$ cat src/rtl/core/gpoc_pkg.sv
// ----------------------------------------------------------------------------
// gpoc_pkg
// Shared constants, register codes and types of the obstacle centroid core.
// ----------------------------------------------------------------------------
`timescale 1ns / 1ps
`default_nettype none

package gpoc_pkg;

  // frame limits
  localparam int MAX_COLS = 1024;
  localparam int MAX_ROWS = 1024;

  // field widths
  localparam int DISP_W     = 12;
  localparam int POS_W      = 10;
  localparam int PROD_W     = 22;
  localparam int SLOPE_W    = 17;
  localparam int PLANE_W    = 16;
  localparam int OFF_W      = 12;
  localparam int SCALE_W    = 16;
  localparam int CNT_W      = 21;
  localparam int SUM_W      = 32;
  localparam int MOM_W      = 42;
  localparam int NUM_W      = 41;
  localparam int SPROD_W    = SCALE_W + CNT_W;
  localparam int DIST_W     = 20;
  localparam int CTR_W      = 13;
  localparam int CFG_IDX_W  = 3;
  localparam int CFG_DATA_W = 17;

  // ground plane compare
  localparam int SLOPE_PROD_W = SLOPE_W + POS_W + 1;
  localparam int GROUND_W     = 30;

  // queue between front and back
  localparam int QUEUE_DEPTH = 4;
  localparam int QPTR_W      = $clog2(QUEUE_DEPTH);

  // divider
  localparam int DIV_STEPS = NUM_W;
  localparam int DIV_CNT_W = $clog2(DIV_STEPS);

  localparam logic [SCALE_W-1:0] SCALE_RESET = SCALE_W'(12000);
  localparam logic [CTR_W-1:0]   CTR_MAX     = '1;

  // configuration register indexes
  typedef enum logic [CFG_IDX_W-1:0] {
    CFG_SLOPE     = 3'd0,
    CFG_INTERCEPT = 3'd1,
    CFG_MARGIN    = 3'd2,
    CFG_COL_OFF   = 3'd3,
    CFG_ROW_OFF   = 3'd4,
    CFG_SCALE     = 3'd5
  } cfg_reg_e;

  typedef struct packed {
    logic [SLOPE_W-1:0] slope;
    logic [PLANE_W-1:0] intercept;
    logic [PLANE_W-1:0] margin;
    logic [OFF_W-1:0]   col_off;
    logic [OFF_W-1:0]   row_off;
    logic [SCALE_W-1:0] scale;
  } cfg_t;

  // one classified pixel
  typedef struct packed {
    logic              hit;
    logic              last;
    logic [DISP_W-1:0] disp;
    logic [PROD_W-1:0] pcol;
    logic [PROD_W-1:0] prow;
  } q_entry_t;

  typedef struct packed {
    logic             start;
    logic [NUM_W-1:0] num;
    logic [SUM_W-1:0] den;
  } div_req_t;

  typedef struct packed {
    logic             done;
    logic [NUM_W-1:0] quo;
  } div_rsp_t;

endpackage

`default_nettype wire

$ cat src/rtl/core/gpoc_queue.sv
// ----------------------------------------------------------------------------
// gpoc_queue
// Short first-in first-out queue of classified pixels between front and back.
// ----------------------------------------------------------------------------
`timescale 1ns / 1ps
`default_nettype none

module gpoc_queue (
  input  wire logic               clk,
  input  wire logic               rst_n,
  input  wire logic               push,
  input  wire gpoc_pkg::q_entry_t wdata,
  input  wire logic               pop,
  output gpoc_pkg::q_entry_t      rdata,
  output logic                    full,
  output logic                    empty
);

  gpoc_pkg::q_entry_t slot_r [gpoc_pkg::QUEUE_DEPTH];

  logic [gpoc_pkg::QPTR_W-1:0] wr_ptr_r;
  logic [gpoc_pkg::QPTR_W-1:0] rd_ptr_r;
  logic [gpoc_pkg::QPTR_W:0]   count_r;

  // status
  assign full  = (count_r == (gpoc_pkg::QPTR_W+1)'(gpoc_pkg::QUEUE_DEPTH));
  assign empty = (count_r == '0);
  assign rdata = slot_r[rd_ptr_r];

  // pointers and fill level
  always_ff @(posedge clk) begin
    if (!rst_n) begin
      wr_ptr_r <= '0;
      rd_ptr_r <= '0;
      count_r  <= '0;
    end else begin
      if (push) begin
        wr_ptr_r <= wr_ptr_r + 1'b1;
      end
      if (pop) begin
        rd_ptr_r <= rd_ptr_r + 1'b1;
      end
      if (push && !pop) begin
        count_r <= count_r + 1'b1;
      end else if (pop && !push) begin
        count_r <= count_r - 1'b1;
      end
    end
  end

  // storage
  always_ff @(posedge clk) begin
    if (push) begin
      slot_r[wr_ptr_r] <= wdata;
    end
  end

endmodule

`default_nettype wire

$ cat src/rtl/core/gpoc_front.sv
// ----------------------------------------------------------------------------
// gpoc_front
// Accepts pixels, tests them against region, frame and ground plane, and
// forms the column and row weighted products for the back end.
// ----------------------------------------------------------------------------
`timescale 1ns / 1ps
`default_nettype none

module gpoc_front (
  input  wire logic                          clk,
  input  wire logic                          rst_n,
  input  wire logic                          in_valid,
  output logic                               in_stall,
  input  wire logic [gpoc_pkg::DISP_W-1:0]   in_disparity,
  input  wire logic [gpoc_pkg::POS_W-1:0]    in_row,
  input  wire logic [gpoc_pkg::POS_W-1:0]    in_col,
  input  wire logic                          in_inside_region,
  input  wire logic                          in_frame_end,
  input  wire gpoc_pkg::cfg_t                cfg,
  input  wire logic                          q_full,
  output logic                               q_push,
  output gpoc_pkg::q_entry_t                 q_wdata
);

  logic                                      fs_v_r;
  logic [gpoc_pkg::DISP_W-1:0]               d_r;
  logic [gpoc_pkg::POS_W-1:0]                row_r;
  logic [gpoc_pkg::POS_W-1:0]                col_r;
  logic                                      ins_r;
  logic                                      last_r;
  logic signed [gpoc_pkg::SLOPE_PROD_W-1:0]  slope_prod_r;

  logic signed [gpoc_pkg::PLANE_W:0]         base;
  logic signed [gpoc_pkg::GROUND_W-1:0]      ground;
  logic signed [gpoc_pkg::GROUND_W-1:0]      dsh;
  logic signed [gpoc_pkg::PROD_W:0]          pcol_w;
  logic signed [gpoc_pkg::PROD_W:0]          prow_w;
  logic                                      row_ok;
  logic                                      col_ok;
  logic                                      above;

  // stage holds while the queue is full
  assign in_stall = fs_v_r & q_full;
  assign q_push   = fs_v_r & ~q_full;

  always_ff @(posedge clk) begin
    if (!rst_n) begin
      fs_v_r <= 1'b0;
    end else if (!in_stall) begin
      fs_v_r <= in_valid;
    end
  end

  // capture pixel and slope times row
  always_ff @(posedge clk) begin
    if (!in_stall && in_valid) begin
      d_r          <= in_disparity;
      row_r        <= in_row;
      col_r        <= in_col;
      ins_r        <= in_inside_region;
      last_r       <= in_frame_end;
      slope_prod_r <= $signed(cfg.slope) * $signed({1'b0, in_row});
    end
  end

  // ground plane line at this row, in 1/256 sixteenths
  always_comb begin
    base   = $signed({cfg.intercept[gpoc_pkg::PLANE_W-1], cfg.intercept})
           + $signed({cfg.margin[gpoc_pkg::PLANE_W-1], cfg.margin});
    ground = $signed({{5{base[gpoc_pkg::PLANE_W]}}, base, 8'b0})
           + $signed({{2{slope_prod_r[gpoc_pkg::SLOPE_PROD_W-1]}}, slope_prod_r});
    dsh    = $signed({{10{d_r[gpoc_pkg::DISP_W-1]}}, d_r, 8'b0});
    above  = (dsh >= ground);
    row_ok = ({22'b0, row_r} < 32'(gpoc_pkg::MAX_ROWS));
    col_ok = ({22'b0, col_r} < 32'(gpoc_pkg::MAX_COLS));
  end

  // weighted products
  always_comb begin
    pcol_w = $signed(d_r) * $signed({1'b0, col_r});
    prow_w = $signed(d_r) * $signed({1'b0, row_r});
  end

  always_comb begin
    q_wdata.hit  = ins_r && (d_r != '0) && row_ok && col_ok && above;
    q_wdata.last = last_r;
    q_wdata.disp = d_r;
    q_wdata.pcol = pcol_w[gpoc_pkg::PROD_W-1:0];
    q_wdata.prow = prow_w[gpoc_pkg::PROD_W-1:0];
  end

endmodule

`default_nettype wire

$ cat src/rtl/core/gpoc_div.sv
// ----------------------------------------------------------------------------
// gpoc_div
// Restoring divider, one quotient bit per cycle, shared by the three
// end-of-frame quotients.
// ----------------------------------------------------------------------------
`timescale 1ns / 1ps
`default_nettype none

module gpoc_div (
  input  wire logic               clk,
  input  wire logic               rst_n,
  input  wire gpoc_pkg::div_req_t req,
  output gpoc_pkg::div_rsp_t      rsp
);

  logic [gpoc_pkg::NUM_W-1:0]     q_r;
  logic [gpoc_pkg::SUM_W-1:0]     rem_r;
  logic [gpoc_pkg::SUM_W-1:0]     den_r;
  logic [gpoc_pkg::DIV_CNT_W-1:0] step_r;
  logic                           busy_r;
  logic                           done_r;

  logic [gpoc_pkg::SUM_W:0]       rem_sh;
  logic [gpoc_pkg::SUM_W:0]       rem_sub;
  logic                           ge;

  // trial subtract
  always_comb begin
    rem_sh  = {rem_r, q_r[gpoc_pkg::NUM_W-1]};
    rem_sub = rem_sh - {1'b0, den_r};
    ge      = (rem_sh >= {1'b0, den_r});
  end

  // control
  always_ff @(posedge clk) begin
    if (!rst_n) begin
      busy_r <= 1'b0;
      done_r <= 1'b0;
      step_r <= '0;
    end else begin
      done_r <= 1'b0;
      if (req.start) begin
        busy_r <= 1'b1;
        step_r <= '0;
      end else if (busy_r) begin
        step_r <= step_r + 1'b1;
        if (step_r == gpoc_pkg::DIV_CNT_W'(gpoc_pkg::DIV_STEPS - 1)) begin
          busy_r <= 1'b0;
          done_r <= 1'b1;
        end
      end
    end
  end

  // datapath
  always_ff @(posedge clk) begin
    if (req.start) begin
      q_r   <= req.num;
      den_r <= req.den;
      rem_r <= '0;
    end else if (busy_r) begin
      q_r   <= {q_r[gpoc_pkg::NUM_W-2:0], ge};
      rem_r <= ge ? rem_sub[gpoc_pkg::SUM_W-1:0] : rem_sh[gpoc_pkg::SUM_W-1:0];
    end
  end

  assign rsp.done = done_r;
  assign rsp.quo  = q_r;

endmodule

`default_nettype wire

$ cat src/rtl/core/gpoc_back.sv
// ----------------------------------------------------------------------------
// gpoc_back
// Accumulates counted pixels; at frame end with an object it works out
// distance and centroid through the shared divider, and presents the result.
// ----------------------------------------------------------------------------
`timescale 1ns / 1ps
`default_nettype none

module gpoc_back (
  input  wire logic                        clk,
  input  wire logic                        rst_n,
  input  wire logic                        q_empty,
  input  wire gpoc_pkg::q_entry_t          q_rdata,
  output logic                             q_pop,
  input  wire gpoc_pkg::cfg_t              cfg,
  output gpoc_pkg::div_req_t               div_req,
  input  wire gpoc_pkg::div_rsp_t          div_rsp,
  output logic                             out_valid,
  input  wire logic                        out_stall,
  output logic                             out_object_found,
  output logic [gpoc_pkg::DIST_W-1:0]      out_distance_cm,
  output logic [gpoc_pkg::CTR_W-1:0]       out_center_x,
  output logic [gpoc_pkg::CTR_W-1:0]       out_center_y
);

  typedef enum logic [1:0] {
    S_ACC,
    S_CHK,
    S_DIV,
    S_OUT
  } state_t;

  typedef enum logic [1:0] {
    DIV_DIST,
    DIV_COLX,
    DIV_ROWY
  } div_sel_t;

  state_t                        state_r;
  div_sel_t                      sel_r;
  logic                          div_start_r;
  logic                          div_start_nxt;

  logic [gpoc_pkg::CNT_W-1:0]    cnt_r;
  logic [gpoc_pkg::SUM_W-1:0]    sum_r;
  logic [gpoc_pkg::MOM_W-1:0]    mc_r;
  logic [gpoc_pkg::MOM_W-1:0]    mr_r;

  logic [gpoc_pkg::CNT_W-1:0]    fcnt_r;
  logic [gpoc_pkg::SUM_W-1:0]    fsum_r;
  logic [gpoc_pkg::MOM_W-1:0]    fmc_r;
  logic [gpoc_pkg::MOM_W-1:0]    fmr_r;
  logic [gpoc_pkg::SPROD_W-1:0]  sprod_r;

  logic                          res_found_r;
  logic [gpoc_pkg::DIST_W-1:0]   res_dist_r;
  logic [gpoc_pkg::CTR_W-1:0]    res_x_r;
  logic [gpoc_pkg::CTR_W-1:0]    res_y_r;

  logic                          out_valid_r;
  logic                          out_found_r;
  logic [gpoc_pkg::DIST_W-1:0]   out_dist_r;
  logic [gpoc_pkg::CTR_W-1:0]    out_x_r;
  logic [gpoc_pkg::CTR_W-1:0]    out_y_r;

  logic [gpoc_pkg::CNT_W-1:0]    cnt_upd;
  logic [gpoc_pkg::SUM_W-1:0]    sum_upd;
  logic [gpoc_pkg::MOM_W-1:0]    mc_upd;
  logic [gpoc_pkg::MOM_W-1:0]    mr_upd;
  logic                          found_c;
  logic [gpoc_pkg::NUM_W-1:0]    num_c;

  // clamp a quotient to the centre range, add the crop offset, clamp again
  function automatic logic [gpoc_pkg::CTR_W-1:0] centre_of(
    input logic [gpoc_pkg::NUM_W-1:0] quo,
    input logic [gpoc_pkg::OFF_W-1:0] off
  );
    logic [gpoc_pkg::CTR_W-1:0] q13;
    logic [gpoc_pkg::CTR_W:0]   s14;
    q13 = (|quo[gpoc_pkg::NUM_W-1:gpoc_pkg::CTR_W]) ? gpoc_pkg::CTR_MAX
                                                    : quo[gpoc_pkg::CTR_W-1:0];
    s14 = {1'b0, q13} + {2'b0, off};
    return s14[gpoc_pkg::CTR_W] ? gpoc_pkg::CTR_MAX : s14[gpoc_pkg::CTR_W-1:0];
  endfunction

  assign q_pop = (state_r == S_ACC) && !q_empty;

  // accumulators with the head pixel folded in
  always_comb begin
    cnt_upd = cnt_r;
    sum_upd = sum_r;
    mc_upd  = mc_r;
    mr_upd  = mr_r;
    if (q_rdata.hit) begin
      cnt_upd = cnt_r + 1'b1;
      sum_upd = sum_r + {{20{q_rdata.disp[gpoc_pkg::DISP_W-1]}}, q_rdata.disp};
      mc_upd  = mc_r + {{20{q_rdata.pcol[gpoc_pkg::PROD_W-1]}}, q_rdata.pcol};
      mr_upd  = mr_r + {{20{q_rdata.prow[gpoc_pkg::PROD_W-1]}}, q_rdata.prow};
    end
  end

  // object present: pixels counted and a positive disparity sum
  assign found_c = (fcnt_r != '0) && !fsum_r[gpoc_pkg::SUM_W-1] && (fsum_r != '0);

  // dividend for the current quotient; a negative moment counts as zero
  always_comb begin
    unique case (sel_r)
      DIV_DIST: num_c = {sprod_r, 4'b0};
      DIV_COLX: num_c = fmc_r[gpoc_pkg::MOM_W-1] ? '0 : fmc_r[gpoc_pkg::NUM_W-1:0];
      DIV_ROWY: num_c = fmr_r[gpoc_pkg::MOM_W-1] ? '0 : fmr_r[gpoc_pkg::NUM_W-1:0];
      default:  num_c = '0;
    endcase
  end

  // divider start: first quotient on an object, then after distance and column
  always_comb begin
    div_start_nxt = 1'b0;
    if (state_r == S_CHK) begin
      div_start_nxt = found_c;
    end else if (state_r == S_DIV && div_rsp.done &&
                 (sel_r == DIV_DIST || sel_r == DIV_COLX)) begin
      div_start_nxt = 1'b1;
    end
  end

  assign div_req.start = div_start_r;
  assign div_req.num   = num_c;
  assign div_req.den   = fsum_r;

  // sequencer and output register
  always_ff @(posedge clk) begin
    if (!rst_n) begin
      state_r     <= S_ACC;
      sel_r       <= DIV_DIST;
      div_start_r <= 1'b0;
      cnt_r       <= '0;
      sum_r       <= '0;
      mc_r        <= '0;
      mr_r        <= '0;
      out_valid_r <= 1'b0;
    end else begin
      div_start_r <= div_start_nxt;
      // result valid: set when the end state loads it, cleared once transferred
      if (state_r == S_OUT && (!out_valid_r || !out_stall)) begin
        out_valid_r <= 1'b1;
      end else if (out_valid_r && !out_stall) begin
        out_valid_r <= 1'b0;
      end
      unique case (state_r)
        S_ACC: begin
          if (!q_empty) begin
            if (q_rdata.last) begin
              fcnt_r  <= cnt_upd;
              fsum_r  <= sum_upd;
              fmc_r   <= mc_upd;
              fmr_r   <= mr_upd;
              cnt_r   <= '0;
              sum_r   <= '0;
              mc_r    <= '0;
              mr_r    <= '0;
              state_r <= S_CHK;
            end else begin
              cnt_r <= cnt_upd;
              sum_r <= sum_upd;
              mc_r  <= mc_upd;
              mr_r  <= mr_upd;
            end
          end
        end
        S_CHK: begin
          res_found_r <= found_c;
          res_dist_r  <= '0;
          res_x_r     <= '0;
          res_y_r     <= '0;
          sprod_r     <= gpoc_pkg::SPROD_W'(cfg.scale) * gpoc_pkg::SPROD_W'(fcnt_r);
          sel_r       <= DIV_DIST;
          if (found_c) begin
            state_r <= S_DIV;
          end else begin
            state_r <= S_OUT;
          end
        end
        S_DIV: begin
          if (div_rsp.done) begin
            unique case (sel_r)
              DIV_DIST: begin
                res_dist_r <= (|div_rsp.quo[gpoc_pkg::NUM_W-1:gpoc_pkg::DIST_W])
                              ? '1 : div_rsp.quo[gpoc_pkg::DIST_W-1:0];
                sel_r      <= DIV_COLX;
              end
              DIV_COLX: begin
                res_x_r <= centre_of(div_rsp.quo, cfg.col_off);
                sel_r   <= DIV_ROWY;
              end
              DIV_ROWY: begin
                res_y_r <= centre_of(div_rsp.quo, cfg.row_off);
                state_r <= S_OUT;
              end
              default: state_r <= S_OUT;
            endcase
          end
        end
        S_OUT: begin
          if (!out_valid_r || !out_stall) begin
            out_found_r <= res_found_r;
            out_dist_r  <= res_dist_r;
            out_x_r     <= res_x_r;
            out_y_r     <= res_y_r;
            state_r     <= S_ACC;
          end
        end
        default: state_r <= S_ACC;
      endcase
    end
  end

  assign out_valid        = out_valid_r;
  assign out_object_found = out_found_r;
  assign out_distance_cm  = out_dist_r;
  assign out_center_x     = out_x_r;
  assign out_center_y     = out_y_r;

endmodule

`default_nettype wire

$ cat src/rtl/core/ground_plane_obstacle_centroid_core.sv
// Throughput: one pixel per cycle while the back end accumulates.
// At frame end a result with no object needs no division; one with an object needs
// three 41-step divisions on the shared divider. While those divisions run, the
// 4-entry queue fills and the input then stalls.
// Reset: synchronous, active low; clears accumulators, queue and handshakes,
// and loads register defaults (range scale 12000, all others zero).
// ----------------------------------------------------------------------------
// ground_plane_obstacle_centroid_core
// Top level: configuration registers, front classifier, pixel queue, back end
// accumulator and shared divider.
// ----------------------------------------------------------------------------
`timescale 1ns / 1ps
`default_nettype none

module ground_plane_obstacle_centroid_core (
  input  wire logic                             clk,
  input  wire logic                             rst_n,
  input  wire logic                             in_valid,
  output logic                                  in_stall,
  input  wire logic [gpoc_pkg::DISP_W-1:0]      in_disparity,
  input  wire logic [gpoc_pkg::POS_W-1:0]       in_row,
  input  wire logic [gpoc_pkg::POS_W-1:0]       in_col,
  input  wire logic                             in_inside_region,
  input  wire logic                             in_frame_end,
  output logic                                  out_valid,
  input  wire logic                             out_stall,
  output logic                                  out_object_found,
  output logic [gpoc_pkg::DIST_W-1:0]           out_distance_cm,
  output logic [gpoc_pkg::CTR_W-1:0]            out_center_x,
  output logic [gpoc_pkg::CTR_W-1:0]            out_center_y,
  input  wire logic                             cfg_valid,
  output logic                                  cfg_ready,
  input  wire logic [gpoc_pkg::CFG_IDX_W-1:0]   cfg_index,
  input  wire logic [gpoc_pkg::CFG_DATA_W-1:0]  cfg_data
);

  gpoc_pkg::cfg_t     cfg_r;
  gpoc_pkg::q_entry_t q_wdata;
  gpoc_pkg::q_entry_t q_rdata;
  gpoc_pkg::div_req_t div_req;
  gpoc_pkg::div_rsp_t div_rsp;
  logic               q_push;
  logic               q_pop;
  logic               q_full;
  logic               q_empty;

  // register writes are always taken
  assign cfg_ready = 1'b1;

  always_ff @(posedge clk) begin
    if (!rst_n) begin
      cfg_r.slope     <= '0;
      cfg_r.intercept <= '0;
      cfg_r.margin    <= '0;
      cfg_r.col_off   <= '0;
      cfg_r.row_off   <= '0;
      cfg_r.scale     <= gpoc_pkg::SCALE_RESET;
    end else if (cfg_valid && cfg_ready) begin
      unique case (cfg_index)
        gpoc_pkg::CFG_SLOPE:     cfg_r.slope     <= cfg_data[gpoc_pkg::SLOPE_W-1:0];
        gpoc_pkg::CFG_INTERCEPT: cfg_r.intercept <= cfg_data[gpoc_pkg::PLANE_W-1:0];
        gpoc_pkg::CFG_MARGIN:    cfg_r.margin    <= cfg_data[gpoc_pkg::PLANE_W-1:0];
        gpoc_pkg::CFG_COL_OFF:   cfg_r.col_off   <= cfg_data[gpoc_pkg::OFF_W-1:0];
        gpoc_pkg::CFG_ROW_OFF:   cfg_r.row_off   <= cfg_data[gpoc_pkg::OFF_W-1:0];
        gpoc_pkg::CFG_SCALE:     cfg_r.scale     <= cfg_data[gpoc_pkg::SCALE_W-1:0];
        default: ;
      endcase
    end
  end

  // pixel classifier
  gpoc_front u_front (
    .clk              (clk),
    .rst_n            (rst_n),
    .in_valid         (in_valid),
    .in_stall         (in_stall),
    .in_disparity     (in_disparity),
    .in_row           (in_row),
    .in_col           (in_col),
    .in_inside_region (in_inside_region),
    .in_frame_end     (in_frame_end),
    .cfg              (cfg_r),
    .q_full           (q_full),
    .q_push           (q_push),
    .q_wdata          (q_wdata)
  );

  // decoupling queue
  gpoc_queue u_queue (
    .clk   (clk),
    .rst_n (rst_n),
    .push  (q_push),
    .wdata (q_wdata),
    .pop   (q_pop),
    .rdata (q_rdata),
    .full  (q_full),
    .empty (q_empty)
  );

  // shared divider
  gpoc_div u_div (
    .clk   (clk),
    .rst_n (rst_n),
    .req   (div_req),
    .rsp   (div_rsp)
  );

  // accumulation and end-of-frame results
  gpoc_back u_back (
    .clk              (clk),
    .rst_n            (rst_n),
    .q_empty          (q_empty),
    .q_rdata          (q_rdata),
    .q_pop            (q_pop),
    .cfg              (cfg_r),
    .div_req          (div_req),
    .div_rsp          (div_rsp),
    .out_valid        (out_valid),
    .out_stall        (out_stall),
    .out_object_found (out_object_found),
    .out_distance_cm  (out_distance_cm),
    .out_center_x     (out_center_x),
    .out_center_y     (out_center_y)
  );

endmodule

`default_nettype wire

$ cat config.mk
export PLATFORM = sky130hd
export DESIGN_NAME = ground_plane_obstacle_centroid_core
export DESIGN_NICKNAME = d
export VERILOG_FILES = /design/src/rtl/core/gpoc_pkg.sv /design/src/rtl/core/gpoc_queue.sv /design/src/rtl/core/gpoc_front.sv /design/src/rtl/core/gpoc_div.sv /design/src/rtl/core/gpoc_back.sv /design/src/rtl/core/ground_plane_obstacle_centroid_core.sv
export SDC_FILE = /design/constraint.sdc
export NUM_CORES = 2
export LEC_CHECK = 0
export ABC_AREA = 1
export BUFFER_PORTS_ARGS = -buffer_cell sky130_fd_sc_hd__buf_2
export CAP_MARGIN = 20
export CORE_MARGIN = 2
export CORE_UTILIZATION = 65
export CTS_CLUSTER_DIAMETER = 80
export DETAILED_ROUTE_END_ITERATION = 8
export HOLD_SLACK_MARGIN = 0.12
export PLACE_DENSITY = 0.87
export SLEW_MARGIN = 25
export SYNTH_ARGS = -nofsm -noshare
export SYNTH_HDL_FRONTEND = slang
export SYNTH_SLANG_ARGS = --single-unit
$ cat constraint.sdc
create_clock -name clk -period 14.3 [get_ports clk]
set_input_delay 2.145 -clock clk [delete_from_list [all_inputs] [get_ports clk]]
set_output_delay 2.145 -clock clk [all_outputs]
set_load 0.05 [all_outputs]
==> out/results.txt <==
postcts setup bufs -> 0
total grt overflow -> 0
max_cap viols -> 0
reg2reg setup slack -> 7700 ps
most frequent cells after synthesis -> nand2_1, inv_1, fa_1, edfxtp_1, nor2_1
die width -> 346 microns
RSZ-0062 raised after global routing -> false
largest net degree at the start of global routing -> 138
Gates resized, CTS repair -> 0
number of remaining DRC errors -> 0
Cell Count, Final, Fillers Out -> 10900
status -> finished clean
Worst-Skew Late Latency -> 710 ps
yosys warns -> 0
Netlist cell types -> 64
min Tclk post-route -> 6600 ps
Gate Count Post-Synth -> 9330
CP Capture Type -> flip-flop
CP Launch Type -> primary input
hold_buf cts -> 0
Rows -> 125
CP Max Fanout -> 18
WP data required -> 14740 ps
TritonCTS clock tree -> yes
First-pass DRT Iterations -> 9
Final Hold Viols -> 0
Critical Path Start -> in_row[2]
FFs w/ async S/R, synth -> 0
Initial Util -> 0.654
Yosys top cell by area -> edfxtp_1
Hold Crit Class -> reg2reg
# fillers -> 9027
final max-slew violation count -> 0
syn avg cell area -> 8.14 sq um
setup tns final -> 0 ps
clk root buf -> clkbuf_16
initial DRC count -> 6436
Clock transition at path regs -> 60 ps
Final Wtd Congestion -> 0.974
Seq cells post-synth -> 917
Post-Synthesis Net Count -> 10500
vias in the first global route -> 62200
ys flop type -> edfxtp_1
area post-placement -> 77500 sq um
total die area -> 120000 sq um
synthesized area -> 75900 sq um
crit path kind -> in2reg
most common cell in the netlist -> nand2_1
share of cells above drive strength 1 -> 0.0455
IO buf count -> 107
clk buf depth -> 3
Routed WL -> 206 mm
first-pass GRT wire length -> 327 mm
placed cells -> 10700
Rel. slew slack -> 0.266
skew final -> 49.3 ps
Sink Count -> 917
Core Region -> 116000 sq um
Synth area leaders -> edfxtp_1, fa_1, nand2_1
# IOs -> 109
Finished Cell Area -> 80900 sq um
post-DR wirelength/cell -> 18.9 microns
nets@finish -> 10500
initial antenna violation count -> 1
area delta synth->final -> 6.52%
Final setup viols -> 0
via count -> 62400
number of vias per cell -> 5.75
DP Wirelength -> 154 mm
Reg-to-Reg Start -> cfg_r[10]$_SDFFE_PN1P_
post-route ant nets -> 0
part of the Yosys area used for sequential elements -> 0.325
CTS Buf Count -> 99
max frequency -> 152 MHz
CP arrival -> 7040 ps
Die Y -> 346 microns
Post-synth EDFFs -> 635
gr usage total -> 0.343
H-tree Lvls -> 3
share of the synthesized area in the top cell type -> 0.251
fin crit share -> 0.461
Least-Margin Pin Slew -> 1100 ps
Hold Startpoint -> u_back.res_dist_r[17]$_SDFFCE_PN0P_
## worst max-delay path, stage by stage
cell     delay (ps)
buf_2           360
nand2_1         140
fa_1            530
fa_1            520
inv_1            60
fa_1            530
inv_1            50
fa_1            450
fa_1            490
inv_1            40
ha_1            350
a21oi_1         250
o21ai_0         130
nand2_1          80
nand2_1          50
a21oi_1         300
o21ai_0         260
a21oi_1         230
xnor2_1          80
## state kept, by name, indices dropped and copies added, names as in the netlist, 28 cells and up, named ones only
name and cells:
u_front.slope_prod_r 28, u_back.mc_r 42, u_back.mr_r 42, u_div.den_r 32, u_back.sprod_r 37, cfg_r 89
u_back.sum_r 32, u_queue.slot_r 232, u_back.fmr_r 42, u_back.fsum_r 32, u_div.q_r 41, u_back.fmc_r 42
u_div.rem_r 32
## cells in the final DEF (no fill, tap or decap), types with 15 or more instances in the layout
cell          n
o21bai_1     28
xnor2_1     117
a22oi_1      42
clkinv_2     15
dfxtp_1     280
o21a_1       23
o22ai_1      52
nand2_1    2412
fa_1        646
o21ai_0     423
and2_1       48
nor3_1       55
buf_2       107
nand3_1     380
a21o_1       34
or2_2        55
clkbuf_16   103
a21oi_1     522
edfxtp_1    635
nand3b_1     18
buf_4        52
nor2_1      586
nor4_1       30
inv_1      1776
a31oi_1      15
ha_1        510
xor2_1      128
clkbuf_1     19
nand4_1      44
o21ai_1      23
## worst paths after layout
path / to / cells past startpoint
setup / recovery: u_front.slope_prod_r[23]$_DFFE_PP_ / 19
hold / removal: u_back.out_distance_cm[17]$_DFFE_PP_ / 0
setup reg to reg: u_back.sprod_r[32]$_DFFE_PP_ / 20
hold reg to reg: u_back.out_distance_cm[17]$_DFFE_PP_ / 0
## metrics by stage
stage	hold WS, ps	setup slack [ps]	utilization
2_1_floorplan	400	1820	-
3_3_place_gp	403	7040	0.668
3_5_place_dp	405	7030	0.668
6_report	420	7700	0.697
4_1_cts	417	7750	0.697
5_1_grt	431	7410	0.697
## area by class of cell
cell class	instances	area, sq um	share of cell area
diodes	2	5.00	0.0000619
clock buffers	129	2750	0.0339
clock inverters	54	591	0.00730
inverters	1787	6720	0.0831
multi-input cells	6291	43200	0.535
flip-flops and latches	917	24700	0.306
well taps	1524	1910	0.0236
repair buffers	161	966	0.0119
## cells by family (layout without fill, tap and decap cells)
logic type               Yosys count  count (layout)  share of synthesized area
AND/OR/NAND/NOR                 3664            3664                      0.197
adder cells (fa/ha/maj)         1156            1156                      0.254
other                              1               3                  0.0000494
XOR/XNOR                         248             248                     0.0289
flip-flops                       917             917                      0.325
AO/OA/AOI/OAI                   1222            1222                     0.0882
buffers and inverters           2122            2131                      0.106
## routing by layer
layer | part of all wire | vias to the layer above | global-route usage | wire (microns)
met5 | 0.000087 | - | 0 | 18
li1 | - | 29200 | - | -
met2 | 0.47 | 2926 | 0.562 | 96700
met3 | 0.089 | 537 | 0.0487 | 18300
met1 | 0.40 | 29800 | 0.462 | 82300
met4 | 0.041 | 2 | 0.142 | 8540
Power is left out: the tool's default activity adds up to more than one toggle a clock period on the data nets, which glitch-free logic cannot reach.
